File: config.mk
export PLATFORM = sky130hd
export DESIGN_NAME = xml_indent_formatter_core
export DESIGN_NICKNAME = d
export VERILOG_FILES = /design/src/hw/rtl/xif_pkg.sv /design/src/hw/rtl/xml_indent_formatter_core.sv
export SDC_FILE = /design/constraint.sdc
export NUM_CORES = 1
export LEC_CHECK = 0
export BUFFER_PORTS_ARGS = -buffer_cell sky130_fd_sc_hd__buf_2
export CAP_MARGIN = 40
export CORE_MARGIN = 1.5
export CORE_UTILIZATION = 53
export CTS_CLUSTER_SIZE = 28
export DETAILED_ROUTE_END_ITERATION = 12
export PLACE_DENSITY = 0.81
export SLEW_MARGIN = 25
export SYNTH_ARGS = -nofsm -noshare
export SYNTH_HDL_FRONTEND = slang
export SYNTH_SLANG_ARGS = --single-unit
File: constraint.sdc
create_clock -name clk -period 3.2 [get_ports clk]
set_input_delay 0.16 -clock clk [delete_from_list [all_inputs] [get_ports clk]]
set_output_delay 0.16 -clock clk [all_outputs]
set_load 0.03 [all_outputs]
File: src/hw/rtl/xif_pkg.sv
// shared constants and types of the xml indent formatter
package xif_pkg;

	// field and state widths
	localparam int unsigned BYTE_W = 8;
	localparam int unsigned DEPTH_W = 5;
	localparam int unsigned CNT_W = DEPTH_W + 1;

	// default for the depth ceiling
	localparam int unsigned MAX_DEPTH_DEF = 31;

	// characters the formatter reacts to
	localparam logic [BYTE_W-1:0] CH_LT = 8'h3C;
	localparam logic [BYTE_W-1:0] CH_GT = 8'h3E;
	localparam logic [BYTE_W-1:0] CH_BANG = 8'h21;
	localparam logic [BYTE_W-1:0] CH_DASH = 8'h2D;
	localparam logic [BYTE_W-1:0] CH_LBRK = 8'h5B;
	localparam logic [BYTE_W-1:0] CH_RBRK = 8'h5D;
	localparam logic [BYTE_W-1:0] CH_SLASH = 8'h2F;
	localparam logic [BYTE_W-1:0] CH_QUEST = 8'h3F;
	localparam logic [BYTE_W-1:0] CH_NL = 8'h0A;
	localparam logic [BYTE_W-1:0] CH_SP = 8'h20;
	localparam logic [BYTE_W-1:0] CH_NUL = 8'h00;

	// sequencer states, one-hot
	typedef enum logic [3:0] {
		S_IDLE = 4'b0001,
		S_NL   = 4'b0010,
		S_SP   = 4'b0100,
		S_BYTE = 4'b1000
	} seq_state_t;

endpackage

File: src/hw/rtl/xml_indent_formatter_core.sv
// xml indent formatter: one text byte in, the byte plus line breaks and indentation out
//
//   channel | signals                                       | beat
//   in      | in_valid, in_ready, this_byte, lookahead_byte | one xml byte and the byte after it
//   out     | out_valid, out_ready, out_byte, run_end       | one formatted byte, run_end on last
//
// an input byte is decoded in its accept cycle; the sequencer then sends one output beat per
// cycle unless the output stalls: a byte alone goes out as its own beat, a byte with a line
// break also gets a newline and two spaces per level of the depth that the break indents to.
// the indentation run is counted down by the single shared space counter.
// in_ready is high only while the sequencer is idle; a zero byte is taken and dropped.
// out_valid stalls the sequencer when out_ready is low; the output register parts the sides.
// arst_n clears depth, flags and the previous byte, and sets the line-start flag.
module xml_indent_formatter_core #(
	parameter int unsigned MAX_DEPTH = xif_pkg::MAX_DEPTH_DEF
) (
	input  logic                      clk,
	input  logic                      arst_n,
	input  logic                      in_valid,
	output logic                      in_ready,
	input  logic [xif_pkg::BYTE_W-1:0] this_byte,
	input  logic [xif_pkg::BYTE_W-1:0] lookahead_byte,
	output logic                      out_valid,
	input  logic                      out_ready,
	output logic [xif_pkg::BYTE_W-1:0] out_byte,
	output logic                      run_end
);
	import xif_pkg::*;

	localparam logic [DEPTH_W-1:0] DEPTH_MAX = DEPTH_W'(MAX_DEPTH);

	// formatter state
	logic [BYTE_W-1:0]  prev_q;
	logic [DEPTH_W-1:0] depth_q;
	logic               line_start_q;
	logic               in_comment_q;
	logic               in_cdata_q;

	// sequencer
	seq_state_t         state_q;
	logic [BYTE_W-1:0]  cur_q;
	logic [CNT_W-1:0]   cnt_q;
	logic               post_q;
	logic               after_q;
	logic [DEPTH_W-1:0] post_depth_q;

	// output register
	logic               out_valid_q;
	logic [BYTE_W-1:0]  out_byte_q;
	logic               run_end_q;

	logic               accept;
	logic               adv;
	logic               emit;

	// decode of the accepted byte
	logic               set_c, set_d, cm, cd, c_end, d_end, verbatim;
	logic               is_lt, is_gt, pre_brk, post_brk, opens;
	logic [DEPTH_W-1:0] d1, d2, d3;

	// beat chosen by the sequencer
	logic [BYTE_W-1:0]  beat_byte;
	logic               beat_last;
	seq_state_t         state_d;

	assign in_ready = (state_q == S_IDLE);
	assign accept = in_valid && in_ready;
	assign adv = !out_valid_q || out_ready;
	assign emit = adv && (state_q != S_IDLE);

	// byte classification and depth updates
	always_comb begin
		set_c = (prev_q == CH_LT) && (this_byte == CH_BANG) && (lookahead_byte == CH_DASH);
		set_d = (prev_q == CH_LT) && (this_byte == CH_BANG) && (lookahead_byte == CH_LBRK);
		cm = in_comment_q || set_c;
		cd = in_cdata_q || set_d;
		c_end = cm && (prev_q == CH_DASH) && (this_byte == CH_GT);
		d_end = cd && (prev_q == CH_RBRK) && (this_byte == CH_GT);
		verbatim = (cm || cd) && !c_end && !d_end;
		is_lt = (this_byte == CH_LT);
		is_gt = (this_byte == CH_GT);
		// closing tag lowers depth before its break
		d1 = depth_q;
		if (is_lt && (lookahead_byte == CH_SLASH) && (depth_q != '0)) begin
			d1 = depth_q - DEPTH_W'(1);
		end
		pre_brk = is_lt && !line_start_q;
		opens = is_lt && (lookahead_byte != CH_SLASH) && (lookahead_byte != CH_QUEST)
			&& (lookahead_byte != CH_BANG);
		d2 = d1;
		if (opens && (d1 < DEPTH_MAX)) begin
			d2 = d1 + DEPTH_W'(1);
		end
		// self-closing tag end lowers depth
		d3 = d2;
		if (is_gt && (prev_q == CH_SLASH) && (d2 != '0)) begin
			d3 = d2 - DEPTH_W'(1);
		end
		post_brk = is_gt && (lookahead_byte != CH_LT);
	end

	// formatter state update at accept
	always_ff @(posedge clk or negedge arst_n) begin
		if (!arst_n) begin
			prev_q <= CH_NUL;
			depth_q <= '0;
			line_start_q <= 1'b1;
			in_comment_q <= 1'b0;
			in_cdata_q <= 1'b0;
		end else if (accept && (this_byte != CH_NUL)) begin
			prev_q <= this_byte;
			in_comment_q <= cm && !c_end;
			in_cdata_q <= cd && !d_end;
			if (!verbatim) begin
				depth_q <= d3;
				line_start_q <= post_brk;
			end
		end
	end

	// beat contents and next sequencer state
	always_comb begin
		beat_byte = cur_q;
		beat_last = 1'b0;
		state_d = state_q;
		unique case (state_q)
			S_IDLE: begin
				beat_byte = cur_q;
			end
			S_NL: begin
				beat_byte = CH_NL;
				beat_last = after_q && (cnt_q == '0);
				if (cnt_q != '0) begin
					state_d = S_SP;
				end else begin
					state_d = after_q ? S_IDLE : S_BYTE;
				end
			end
			S_SP: begin
				beat_byte = CH_SP;
				beat_last = after_q && (cnt_q == CNT_W'(1));
				if (cnt_q == CNT_W'(1)) begin
					state_d = after_q ? S_IDLE : S_BYTE;
				end
			end
			S_BYTE: begin
				beat_byte = cur_q;
				beat_last = !post_q;
				state_d = post_q ? S_NL : S_IDLE;
			end
			default: begin
				state_d = S_IDLE;
			end
		endcase
	end

	// sequencer and shared space counter
	always_ff @(posedge clk or negedge arst_n) begin
		if (!arst_n) begin
			state_q <= S_IDLE;
			after_q <= 1'b0;
			post_q <= 1'b0;
			cnt_q <= '0;
		end else if (accept) begin
			if (this_byte != CH_NUL) begin
				after_q <= 1'b0;
				post_q <= !verbatim && post_brk;
				cnt_q <= {d1, 1'b0};
				state_q <= (!verbatim && pre_brk) ? S_NL : S_BYTE;
			end
		end else if (emit) begin
			state_q <= state_d;
			if (state_q == S_SP) begin
				cnt_q <= cnt_q - CNT_W'(1);
			end
			if (state_q == S_BYTE) begin
				after_q <= 1'b1;
				cnt_q <= {post_depth_q, 1'b0};
			end
		end
	end

	// payload held for the sequencer
	always_ff @(posedge clk) begin
		if (accept) begin
			cur_q <= this_byte;
			post_depth_q <= d3;
		end
	end

	// output register
	always_ff @(posedge clk or negedge arst_n) begin
		if (!arst_n) begin
			out_valid_q <= 1'b0;
		end else if (emit) begin
			out_valid_q <= 1'b1;
		end else if (out_ready) begin
			out_valid_q <= 1'b0;
		end
	end

	always_ff @(posedge clk) begin
		if (emit) begin
			out_byte_q <= beat_byte;
			run_end_q <= beat_last;
		end
	end

	assign out_valid = out_valid_q;
	assign out_byte = out_byte_q;
	assign run_end = run_end_q;

endmodule

# Word level (Yosys, flattened, before mapping)
# Index checks and enable logic that the tools add are counted.
# W data, S select, Z words.
word_totals:
  regBits: 51
  output_inout_bits: 11
  word_cells: 120
classes:
  addsub: 4
  order_cmp: 1
  n_eq_ne: 23
  muxes: 25
  bitwise: 1
  n_reduce_logical: 52
ops:
  columns: ["operator", "count"]
  rows:
  - ["$eq A8 B6 Y1 const B", 8]
  - ["$ne A8 B6 Y1 const B", 4]
  - ["$mux W6", 5]
  - ["$logic_and A1 B1 Y1", 28]
  - ["$mux W4", 7]
  - ["$eq A8 B7 Y1 const B", 2]
  - ["$pmux W4 S4", 1]
  - ["$pmux W8 S2", 1]
  - ["$mux W5", 3]
  - ["$reduce_bool A5 Y1", 2]
  - ["$sub A5 B1 Y5 const B", 2]
  - ["$reduce_bool A8 Y1", 1]
  - ["$eq A6 B1 Y1 const B", 1]
  - ["$logic_not A1 Y1", 6]
  - ["$logic_not A6 Y1", 1]
  - ["$mux W1", 6]
  - ["$reduce_and A3 Y1", 2]
  - ["$reduce_bool A2 Y1", 3]
  - ["$reduce_bool A6 Y1", 1]
  - ["$sub A6 B1 Y6 const B", 1]
  - ["$add A5 B1 Y5 const B", 1]
  - ["$lt A5 B5 Y1 const B", 1]
  - ["$eq A4 B1 Y1 const B", 1]
  - ["$eq A4 B2 Y1 const B", 1]
  - ["other kinds (12)", 17]

# Logic depth before layout (Yosys ltp)
# Gate-level depths: netlist (run 1).
logic_depth:
  word_depth: 14
  depth_mapped: 16

# Least setup slack after synthesis (run 1)
# OpenSTA, ideal clock, no wires.
synth_timing:
  path_type: "register -> register"
  start: "register state_q[1]"
  end: "register cnt_q[3]"
  setup_time_ps: 82
  arrival_time_ps: 3362
  t_required_ps: 3118
  path_slack_ps: -244
  path_stages_with_launch: 11
  synth_period_minus_slack_ps: 3444
  cell_sequence: "dfrtp_1 clkbuf_1 nor4b_1 nand2_1 inv_1 o31a_1 nor2_1 a31oi_1 clkbuf_1 nor2_1 a31oi_1"
synth_via:
  elab_chain_len: 4
  word_cells_on_any_way: 13
synth_rtl:
  columns: ["element", "line_no", "source"]
  rows:
  - ["start, declared", "xml_indent_formatter_core.sv:40", "seq_state_t state_q;"]
  - ["start signal, assigned", "xml_indent_formatter_core.sv:169", "state_q <= (!verbatim && pre_brk) ? S_NL : S_BYTE;"]
  - ["start signal, assigned", "xml_indent_formatter_core.sv:172", "state_q <= state_d;"]
  - ["$eq A4 B1 Y1 *", "xml_indent_formatter_core.sv:66", "assign in_ready = (state_q == S_IDLE);"]
  - ["named net in_ready", "xml_indent_formatter_core.sv:20", "output logic in_ready,"]
  - ["$logic_and A1 B1 Y1 *", "xml_indent_formatter_core.sv:67", "assign accept = in_valid && in_ready;"]
  - ["$ne A2 B1 Y1 (no source line), or another cell as far along", null, null]
  - ["$reduce_and A3 Y1 (no source line)", null, null]
  - ["end signal, assigned", "xml_indent_formatter_core.sv:168", "cnt_q <= {d1, 1'b0};"]
  - ["end signal, assigned", "xml_indent_formatter_core.sv:174", "cnt_q <= cnt_q - CNT_W'(1);"]
  - ["end signal, assigned", "xml_indent_formatter_core.sv:178", "cnt_q <= {post_depth_q, 1'b0};"]
  - ["end, declared", "xml_indent_formatter_core.sv:42", "logic [CNT_W-1:0] cnt_q;"]
# The timed path passes the listed nets; every way through them passes the cells marked *. The select of a mux whose other input is x is not followed.
# A chain may end at the register's enable or synchronous reset.

# Final worst setup path (run 1)
layout_timing:
  start: "register depth_q[0]"
  end: "register post_depth_q[4], data pin"
layout_via:
  elab_chain_len: 9
  word_cells_on_any_way: 12
layout_rtl:
  columns: ["element", "line_no", "source"]
  rows:
  - ["start, declared", "xml_indent_formatter_core.sv:34", "logic [DEPTH_W-1:0] depth_q;"]
  - ["start signal, assigned", "xml_indent_formatter_core.sv:106", "depth_q <= '0;"]
  - ["start signal, assigned", "xml_indent_formatter_core.sv:115", "depth_q <= d3;"]
  - ["branches (longest 2 deep; another with $sub A5 B1 Y5)", null, null]
  - ["$mux W5 *", "xml_indent_formatter_core.sv:84", "if (is_lt && (lookahead_byte == CH_SLASH) && (depth_q != '0)) begin"]
  - ["$lt A5 B5 Y1", "xml_indent_formatter_core.sv:91", "if (opens && (d1 < DEPTH_MAX)) begin"]
  - ["$logic_and A1 B1 Y1", "xml_indent_formatter_core.sv:91", null]
  - ["$mux W5 *", "xml_indent_formatter_core.sv:91", null]
  - ["branches (longest 2 deep; another with $sub A5 B1 Y5)", null, null]
  - ["$mux W5 *", "xml_indent_formatter_core.sv:96", "if (is_gt && (prev_q == CH_SLASH) && (d2 != '0)) begin"]
  - ["named net d3[4]", "xml_indent_formatter_core.sv:59", "logic [DEPTH_W-1:0] d1, d2, d3;"]
  - ["end signal, assigned", "xml_indent_formatter_core.sv:187", "post_depth_q <= d3;"]
  - ["end, declared", "xml_indent_formatter_core.sv:45", "logic [DEPTH_W-1:0] post_depth_q;"]
# Mark *: on every way through the listed nets, which the timed path passes.

==> impl_metrics.env, run 1 <==
export IMPL_synth_top_cell_area_share_pct=23.2
export IMPL_nets=378
export IMPL_synth_most_common_cell="nor2_1"
export IMPL_grt_max_degree=30
export IMPL_syn_to_final_growth_pct=21.5
export IMPL_die_h_um=77.1
export IMPL_fp_dieW_um=77.1
export IMPL_syn_area_per_cell_um2=9.89
export IMPL_cap_violations=0
export IMPL_core_area_mm2=0.00520
export IMPL_dr_total_vias=2510
export IMPL_wire_per_inst_um=16.0
export IMPL_drive_above_1_share_pct=29.4
export IMPL_ioPinCount=31
export IMPL_vdd_ir_drop_max_v=0.000453
export IMPL_hold_viol=0
export IMPL_dp_hpwl_um=4920
export IMPL_clockRootBuffer="clkbuf_8"
export IMPL_slowest_stage="dfrtp_1"
export IMPL_synth_warnings=0
export IMPL_pwr_density_cell_mw_per_mm2=797
export IMPL_grt_pass1_vias=2436
export IMPL_synth_edff_count=22
export IMPL_cts_made_buffers=5
export IMPL_gp_congestion=0.918
export IMPL_synth_nets=319
export IMPL_path_cells="inv_2 -> ha_1 -> nor4b_4 -> nor3_2 -> and2_4 -> nor2_1 -> a21oi_2 -> ha_1 -> mux2i_2 -> ha_1 -> nand2_1 -> a21oi_4 -> o221ai_2 -> a221oi_2 -> or2_2"
export IMPL_drc=0
export IMPL_cts_sinks=51
export IMPL_finalWirelength_um=6780
export IMPL_drv_slew=0
export IMPL_status="finished clean"
export IMPL_nFillCells=414
export IMPL_clk_pin_slew_ns=0.10
export IMPL_io_buffers=30
export IMPL_final_instance_count_excl_fill=424
export IMPL_die_area_mm2=0.00594
export IMPL_critPathLaunchType="flip-flop"
export IMPL_start_util_pct=55.9
export IMPL_syn_area_mm2=0.00291
export IMPL_async_flop_share_pct=56.9
export IMPL_htree_levels=2
export IMPL_p_leak_nw=1.40
export IMPL_regArea_mm2=0.00139
export IMPL_drtIter0Drc=218
export IMPL_detail_route_antenna_nets=0
export IMPL_synth_top_cells_by_count="nor2_1 (32), dfrtp_1 (27), nand2_1 (25)"
export IMPL_rows=26
export IMPL_critical_path_class="reg -> reg"
export IMPL_multi_input_area_mm2=0.00152
export IMPL_holdWs_ns=0.0553
export IMPL_cp_end_kind="flip-flop"
export IMPL_clkLatencyLatePin_ns=0.31
export IMPL_cpPeakStageDelay_ns=0.41
export IMPL_synthFlopType="dfrtp_1"
export IMPL_yosysTopAreaCell="dfrtp_1"
export IMPL_grtUsageTotal_pct=23.5
export IMPL_clock_fmax_mhz=325
export IMPL_synth_cells=294
export IMPL_via_per_inst=5.92
export IMPL_max_slew_margin_rel_pct=53.6
export IMPL_final_setup_viol_count=0
export IMPL_grt_ovfl_total=0
export IMPL_min_period_ns=3.07
export IMPL_arrival_ns=3.26
export IMPL_synth_cell_type_count=57
export IMPL_netlist_top_cells_area="dfrtp_1 (23%), edfxtp_1 (23%), mux2_2 (4.3%)"
export IMPL_antenna_found_initial=0
export IMPL_hold_class="in -> reg"
export IMPL_finalClockSkew_ns=0.00291
export IMPL_finalCritPeriodShare_pct=96.0
export IMPL_dp_cells=413
export IMPL_grt_pass1_wl_um=11100
export IMPL_clockBufferDepth=2
export IMPL_crit_fanout=4
export IMPL_cp_required_ns=3.39
export IMPL_n_antenna_cell=0
export IMPL_worst_pin_slew_ns=0.695
export IMPL_yosysSeqAreaShare_pct=47.7
export IMPL_cts_tree="done"
export IMPL_ys_ff_latch=51
export IMPL_critPathMostFrequentCell="ha_1"
export IMPL_dr_pass1_iters=4
[cell families after synthesis]
kind of cell | share of synthesized area, %
AND/OR/NAND/NOR | 22.5
AO/OA/AOI/OAI | 16.1
flip-flops | 47.7
buffers and inverters | 3.23
multiplexers | 5.63
XOR/XNOR | 2.71
adder cells (fa/ha/maj) | 2.15
[worst max-delay path: cells and delay by family (launching register included)]
family	cells	cell delay (ns)
simple gates	6	0.88
fa+ha+maj	3	0.69
compound gates	4	0.69
flops	1	0.41
mux	1	0.19
buf+inv	1	0.11
[flip-flops by register name (all words and copies together), names as in the netlist]
register      cells
after_q           1
cnt_q             6
cur_q             8
depth_q           5
in_cdata_q        1
in_comment_q      1
line_start_q      1
out_byte          8
out_valid         1
post_depth_q      5
post_q            1
prev_q            8
run_end           1
state_q           4
[layout make-up]
class	instances	share of cell area, %
sequential	51	39.3
multi-input combinational	218	43.0
clock inverter	3	0.814
timing repair buffer	60	10.7
tap	70	2.48
inverter	17	1.80
clock buffer	5	1.95
[cells in the final DEF (no fill, tap or decap), drive strengths merged, types with 2 or more instances in the layout]
cell type / count
a31o: 2
dfrtp: 27
o31ai: 2
nor3: 4
or4: 3
nand3: 3
a31oi: 7
nand2: 25
and2: 8
o31a: 4
clkbuf: 5
mux2: 11
a211oi: 6
nand2b: 4
o211ai: 3
o21ai: 13
o21a: 2
nor2: 32
or3b: 2
nand4: 6
dfstp: 2
nor2b: 2
xnor2: 7
nor4: 7
or3: 6
mux2i: 4
o22ai: 2
clkinv: 2
or4b: 3
edfxtp: 22
a21oi: 19
nor4b: 4
xor2: 2
nand3b: 2
ha: 5
inv: 18
buf: 59
nor3b: 2
[metal layers]
layer  vias up  GRT usage, %  wire length, um
li1       1223             -                -
met1      1184          30.0             3000
met2        87          39.2             3300
met3        16          4.64              344
met4         0          9.45              133
met5         -             0                0
[repair_timing]
action	4_1_cts	5_1_grt
hold buffers	1	0
resized for setup	0	15
setup buffers	0	2
endpoints found under the hold margin	27	0
setup endpoints to repair	0	8
[path summary, 6_finish.rpt]
check / slack (ns) / cells after the start / to / startpoint
worst max-delay path: 0.13 / 15 / post_depth_q[4]$_DFFE_PP_ / depth_q[0]$_DFFE_PN0P_
worst min-delay path: 0.06 / 2 / out_valid$_DFFE_PN0P_ / out_ready
worst max register to register: 0.13 / 15 / post_depth_q[4]$_DFFE_PP_ / depth_q[0]$_DFFE_PN0P_
worst min register to register: 0.48 / 2 / line_start_q$_DFFE_PN1P_ / line_start_q$_DFFE_PN1P_
max in group asynchronous: 2.33 / 2 / in_comment_q$_DFFE_PN0P_ / arst_n
min in group asynchronous: 0.42 / 2 / state_q[2]$_DFFE_PN0P_ / arst_n
[metrics by stage]
step	setup TNS [ns]	util, %	area, um2	worst slack (ns)	total power [mW]
after floorplan	0	-	2930	0.0122	2.01
after CTS	0	66.2	3440	0.0174	2.77
final	0	67.9	3540	0.127	2.82
after detailed placement	-0.265	64.1	3340	-0.0902	2.38
after global routing	-0.133	67.9	3540	-0.0843	3.02
after global placement	-0.0716	64.1	3340	-0.0359	2.32
[power breakdown]
| group | switching (mW) | internal [mW] |
|---|---|---|
| logic | 0.762 | 0.524 |
| registers | 0.176 | 0.958 |
| clock network | 0.236 | 0.162 |
(Power assumes the default switching activity.)
==> run 2: changes to the inputs <==
Settings changed: CORE_UTILIZATION 53 to 59, PLACE_DENSITY 0.81 to 0.85.
Clock period 3.2 ns to 3.4 ns, I/O delays scaled along.
==> run 2 against run 1 <==
Wire length shrank 8.8%; setup slack improved by 0.12 ns; fmax fell by 2.5%; count of clock-buffer cells in the layout unchanged; sequential power is 5% lower; largest cell class unchanged; via count down 3.4%; first-iteration DRC count down 39%; global-route usage increased by 2.2 points; clock power fell by 6.0%; total power down 7.9%; flip-flop and latch count stayed put.
==> impl_metrics.env, run 2 (same netlist as run 1, synthesis figures left out) <==
export IMPL_status="finished clean"
export IMPL_min_period_ns=3.15
export IMPL_worst_pin_slew_ns=0.655
export IMPL_finalCritPeriodShare_pct=92.7
export IMPL_dp_hpwl_um=4620
export IMPL_drv_slew=0
export IMPL_finalClockSkew_ns=0.0133
export IMPL_dr_pass1_iters=5
export IMPL_clk_pin_slew_ns=0.10
export IMPL_p_leak_nw=1.31
export IMPL_cpPeakStageDelay_ns=0.40
export IMPL_start_util_pct=61.6
export IMPL_final_setup_viol_count=0
export IMPL_cts_made_buffers=5
export IMPL_p_int_mw=1.52
export IMPL_clock_fmax_mhz=317
export IMPL_final_core_util_pct=71.2
export IMPL_cpLargestDelayFamily="compound AO/OA/AOI/OAI gates"
export IMPL_crit_fanout=5
export IMPL_n_antenna_cell=0
export IMPL_finalWirelength_um=6180
export IMPL_clockRootBuffer="clkbuf_8"
export IMPL_grtUsageTotal_pct=25.7
export IMPL_hold_class="in -> reg"
export IMPL_grt_max_degree=30
export IMPL_cp_required_ns=3.58
export IMPL_htree_levels=2
export IMPL_drc=0
export IMPL_die_h_um=73.2
export IMPL_io_buffers=30
export IMPL_layout_commonest_cell="nor2_1"
export IMPL_layout_common_cells="nor2_1 (32), buf_2 (30), dfrtp_1 (26)"
export IMPL_via_per_inst=5.99
export IMPL_holdWs_ns=0.0490
export IMPL_slowest_stage="dfrtp_1"
export IMPL_drive_above_1_share_pct=24.0
export IMPL_cp_end_kind="flip-flop"
export IMPL_drtIter0Drc=134
export IMPL_pwr_density_cell_mw_per_mm2=772
export IMPL_cts_sinks=51
export IMPL_gp_congestion=0.862
export IMPL_arrival_ns=3.34
export IMPL_nets=362
export IMPL_cts_setup_buffers=0
export IMPL_grt_ovfl_total=0
export IMPL_core_area_mm2=0.00472
export IMPL_max_slew_margin_rel_pct=56.3
export IMPL_clkLatencyLatePin_ns=0.31
export IMPL_p_comb_share_pct=44.5
export IMPL_cap_violations=0
export IMPL_switching_share_pct=41.3
export IMPL_syn_to_final_growth_pct=15.6
export IMPL_rows=25
export IMPL_die_area_mm2=0.00536
export IMPL_critPathLaunchType="flip-flop"
export IMPL_clockBufferDepth=2
export IMPL_clock_power_share_pct=14.4
export IMPL_pwr_share_seq_pct=41.1
export IMPL_detail_route_antenna_nets=0
export IMPL_ioPinCount=31
export IMPL_p_sw_mw=1.07
export IMPL_rsz0062_at_grt="no"
export IMPL_grt_pass1_vias=2372
export IMPL_vdd_ir_drop_max_v=0.000364
export IMPL_fp_dieW_um=73.2
export IMPL_dr_total_vias=2424
export IMPL_critPathMostFrequentCell="ha_1"
export IMPL_antenna_found_initial=0
export IMPL_hold_viol=0
export IMPL_reg2reg_setup_slack_ns=0.25
export IMPL_grt_pass1_wl_um=10600
export IMPL_path_buf_inv=1
export IMPL_critical_path_class="reg -> reg"
export IMPL_wire_per_inst_um=15.3
export IMPL_path_cells="inv_1 -> ha_1 -> nor4b_4 -> nor3_2 -> and2_2 -> a21oi_1 -> ha_1 -> mux2i_1 -> ha_1 -> nand2_1 -> a21oi_2 -> o221ai_1 -> a221oi_2 -> or2_2"
export IMPL_cts_tree="done"
-- run 2: area by class of cell --
type / instances / area [um2]
Inverter: 17 / 63.8
Sequential cell: 51 / 1390
Clock buffer: 5 / 68.8
Multi-Input combinational cell: 218 / 1470
Timing Repair Buffer: 44 / 258
Fill cell: 372 / 1360
Clock inverter: 3 / 27.5
Tap cell: 67 / 83.8
-- run 2: final timing paths --
path,startpoint,endpoint,cells past startpoint
worst max register to register,depth_q[0]$_DFFE_PN0P_,post_depth_q[4]$_DFFE_PP_,14
worst max-delay path,depth_q[0]$_DFFE_PN0P_,post_depth_q[4]$_DFFE_PP_,14
worst min-delay path,out_ready,out_valid$_DFFE_PN0P_,2
worst min register to register,line_start_q$_DFFE_PN1P_,line_start_q$_DFFE_PN1P_,2
max in group asynchronous,arst_n,depth_q[1]$_DFFE_PN0P_,2
min in group asynchronous,arst_n,prev_q[1]$_DFFE_PN0P_,2
-- run 2: through the flow --
| stage | area, um2 | setup TNS [ns] | power, mW | std cells | setup WS [ns] |
|---|---|---|---|---|---|
| global route | 3360 | 0 | 2.79 | 405 | 0.0222 |
| CTS | 3320 | 0 | 2.58 | 405 | 0.00202 |
| global placement | 3220 | 0 | 2.16 | 396 | 0.133 |
| detailed placement | 3220 | -0.00465 | 2.20 | 396 | -0.00465 |
| floorplan | 2920 | 0 | 1.88 | 294 | 0.0790 |
| finish | 3360 | 0 | 2.59 | 405 | 0.249 |
-- run 2: per-layer routing --
layer	part of all wire (%)	wire length (um)	track usage, %
met2	47	2900	42.3
met1	46	2870	33.7
met3	4.5	279	3.87
met4	2.1	127	11.1
met5	0	0	0
-- run 2: power by group through the flow --
stage | clock network (mW) | logic (mW) | registers, mW
detailed placement | 0 | 1.13 | 1.07
global route | 0.399 | 1.29 | 1.10
global placement | 0 | 1.10 | 1.06
finish | 0.374 | 1.15 | 1.07
floorplan | 0 | 0.741 | 1.14
CTS | 0.380 | 1.14 | 1.06
-- run 2: repair_timing --
action | in CTS | in global routing
gates resized for setup | 0 | 8
hold endpoints to repair | 27 | 0
endpoints found under the setup margin | 0 | 6
hold buffers | 1 | 0
==> run 3: changes to the inputs <==
Settings changed: CORE_UTILIZATION 59 to 45, PLACE_DENSITY 0.85 to 0.69.
==> run 3 against run 2 <==
Count of clock-buffer cells in the layout unchanged; critical endpoint unchanged; non-clock buffer count increased by 4; sequential power about the same; largest power group unchanged; register-to-register slack worse by 0.02 ns.
==> impl_metrics.env, run 3 (same netlist as run 1, synthesis figures left out) <==
export IMPL_layout_commonest_cell="nor2_1"
export IMPL_cap_violations=0
export IMPL_p_int_mw=1.52
export IMPL_nFillCells=570
export IMPL_p_comb_share_pct=45.1
export IMPL_die_h_um=83.4
export IMPL_status="finished clean"
export IMPL_antenna_found_initial=0
export IMPL_p_sw_mw=1.06
export IMPL_worst_slack_ns=0.229
export IMPL_io_buffers=30
export IMPL_grt_pass1_vias=2182
export IMPL_worst_pin_slew_ns=0.701
export IMPL_dp_hpwl_um=4660
export IMPL_grt_pass1_wl_um=10500
export IMPL_clockRootBuffer="clkbuf_8"
export IMPL_rows=29
export IMPL_min_period_ns=3.17
export IMPL_critical_path_class="reg -> reg"
export IMPL_pwr_share_seq_pct=41.1
export IMPL_cpPeakStageDelay_ns=0.37
export IMPL_grtUsageTotal_pct=18.6
export IMPL_cp_end_kind="flip-flop"
export IMPL_vdd_ir_drop_max_v=0.000476
export IMPL_drv_slew=0
export IMPL_critPathLaunchType="flip-flop"
export IMPL_pwr_density_cell_mw_per_mm2=767
export IMPL_dr_total_vias=2381
export IMPL_ioPinCount=31
export IMPL_drtIter0Drc=76
export IMPL_cts_tree="done"
export IMPL_fp_dieW_um=83.4
export IMPL_clk_pin_slew_ns=0.10
export IMPL_max_slew_margin_rel_pct=53.3
export IMPL_via_per_inst=5.68
export IMPL_path_buf_inv=1
export IMPL_drc=0
export IMPL_cts_made_buffers=5
export IMPL_finalCritPeriodShare_pct=93.3
export IMPL_hold_class="in -> reg"
export IMPL_critPathMostFrequentCell="ha_1"
export IMPL_regArea_mm2=0.00139
export IMPL_finalClockSkew_ns=0.00677
export IMPL_wire_per_inst_um=15.0
export IMPL_reg2reg_setup_slack_ns=0.23
export IMPL_clkLatencyLatePin_ns=0.30
export IMPL_path_cells="inv_1 -> ha_1 -> nor4b_2 -> nor3_1 -> and2_2 -> nor2_1 -> a21oi_1 -> ha_1 -> mux2i_1 -> ha_1 -> nand2_1 -> a21oi_2 -> o21ai_1 -> a221oi_1 -> or2_2"
export IMPL_core_area_mm2=0.00631
export IMPL_slowest_stage="dfrtp_1"
export IMPL_grt_ovfl_total=0
export IMPL_place_ws_ns=0.0984
export IMPL_finalWirelength_um=6290
export IMPL_detail_route_antenna_nets=0
export IMPL_clock_fmax_mhz=315
export IMPL_die_area_mm2=0.00696
export IMPL_htree_levels=2
export IMPL_clock_power_share_pct=13.8
export IMPL_hold_viol=0
export IMPL_syn_to_final_growth_pct=15.7
export IMPL_rsz0062_at_grt="no"
export IMPL_cpLargestDelayFamily="simple AND/OR/NAND/NOR gates"
export IMPL_switching_share_pct=41.1
export IMPL_dr_pass1_iters=4
export IMPL_arrival_ns=3.36
export IMPL_nets=366
export IMPL_multi_input_area_mm2=0.00144
export IMPL_start_util_pct=46.1
export IMPL_clockBufferDepth=2
export IMPL_p_leak_nw=1.32
export IMPL_fin_tns_setup_ns=0
export IMPL_layout_common_cells="nor2_1 (32), buf_2 (30), dfrtp_1 (27)"
export IMPL_grt_max_degree=30
export IMPL_final_setup_viol_count=0
export IMPL_cts_sinks=51
export IMPL_n_antenna_cell=0
export IMPL_drive_above_1_share_pct=23.4
export IMPL_cp_required_ns=3.58
export IMPL_gp_congestion=0.846
export IMPL_crit_fanout=5
## run 3: timing repair
action	CTS	global route
setup buffers	0	0
resized for setup	0	3
hold buffers	1	0
setup endpoints to repair	0	2
hold endpoints to repair	27	0
## run 3: stage by stage
stage | cells | util (%) | power (mW) | hold WS (ns) | cell area [um2]
after floorplan | 294 | - | 1.88 | -0.126 | 2920
after global placement | 410 | 51.6 | 2.20 | 0.257 | 3260
final | 419 | 53.3 | 2.58 | 0.0605 | 3370
after global routing | 419 | 53.3 | 2.77 | 0.0724 | 3370
after CTS | 419 | 53.2 | 2.59 | 0.0621 | 3360
after detailed placement | 410 | 51.6 | 2.22 | 0.265 | 3260
## run 3: final timing paths
kind | startpoint | end | cells after the start
max | depth_q[0]$_DFFE_PN0P_ | post_depth_q[4]$_DFFE_PP_ | 15
min | out_ready | out_valid$_DFFE_PN0P_ | 2
max reg2reg | depth_q[0]$_DFFE_PN0P_ | post_depth_q[4]$_DFFE_PP_ | 15
min reg2reg | line_start_q$_DFFE_PN1P_ | line_start_q$_DFFE_PN1P_ | 2
max in group asynchronous | arst_n | prev_q[1]$_DFFE_PN0P_ | 2
min in group asynchronous | arst_n | out_valid$_DFFE_PN0P_ | 2
## run 3: worst reg2reg max path, stage by stage (launching register included)
cell and delay [ns]:
dfrtp_1 0.37, inv_1 0.06, ha_1 0.22, nor4b_2 0.17, nor3_1 0.26, and2_2 0.24, nor2_1 0.05, a21oi_1 0.17
ha_1 0.27, mux2i_1 0.19, ha_1 0.18, nand2_1 0.07, a21oi_2 0.18, o21ai_1 0.11, a221oi_1 0.36, or2_2 0.16
## run 3: final cells by class
cell class	instances	share of cell area, %
well taps	77	2.86
flip-flops and latches	51	41.2
inverters	17	1.90
multi-input cells	218	42.9
clock buffers	5	2.04
clock inverters	3	0.520
repair buffers	48	8.55
## run 3: power groups by stage
stage               Clock [mW]  Combinational [mW]  Sequential [mW]
finish                   0.358                1.16             1.06
detailed placement           0                1.15             1.07
global route             0.390                1.30             1.09
global placement             0                1.14             1.06
floorplan                    0               0.741             1.14
CTS                      0.366                1.16             1.06
## run 3: routing by layer
layer	vias up	wire [um]	GRT usage [%]
met5	-	0	0
met4	0	94	5.15
met3	7	198	2.78
met2	50	2870	29.7
met1	1130	3130	26.4
li1	1194	-	-
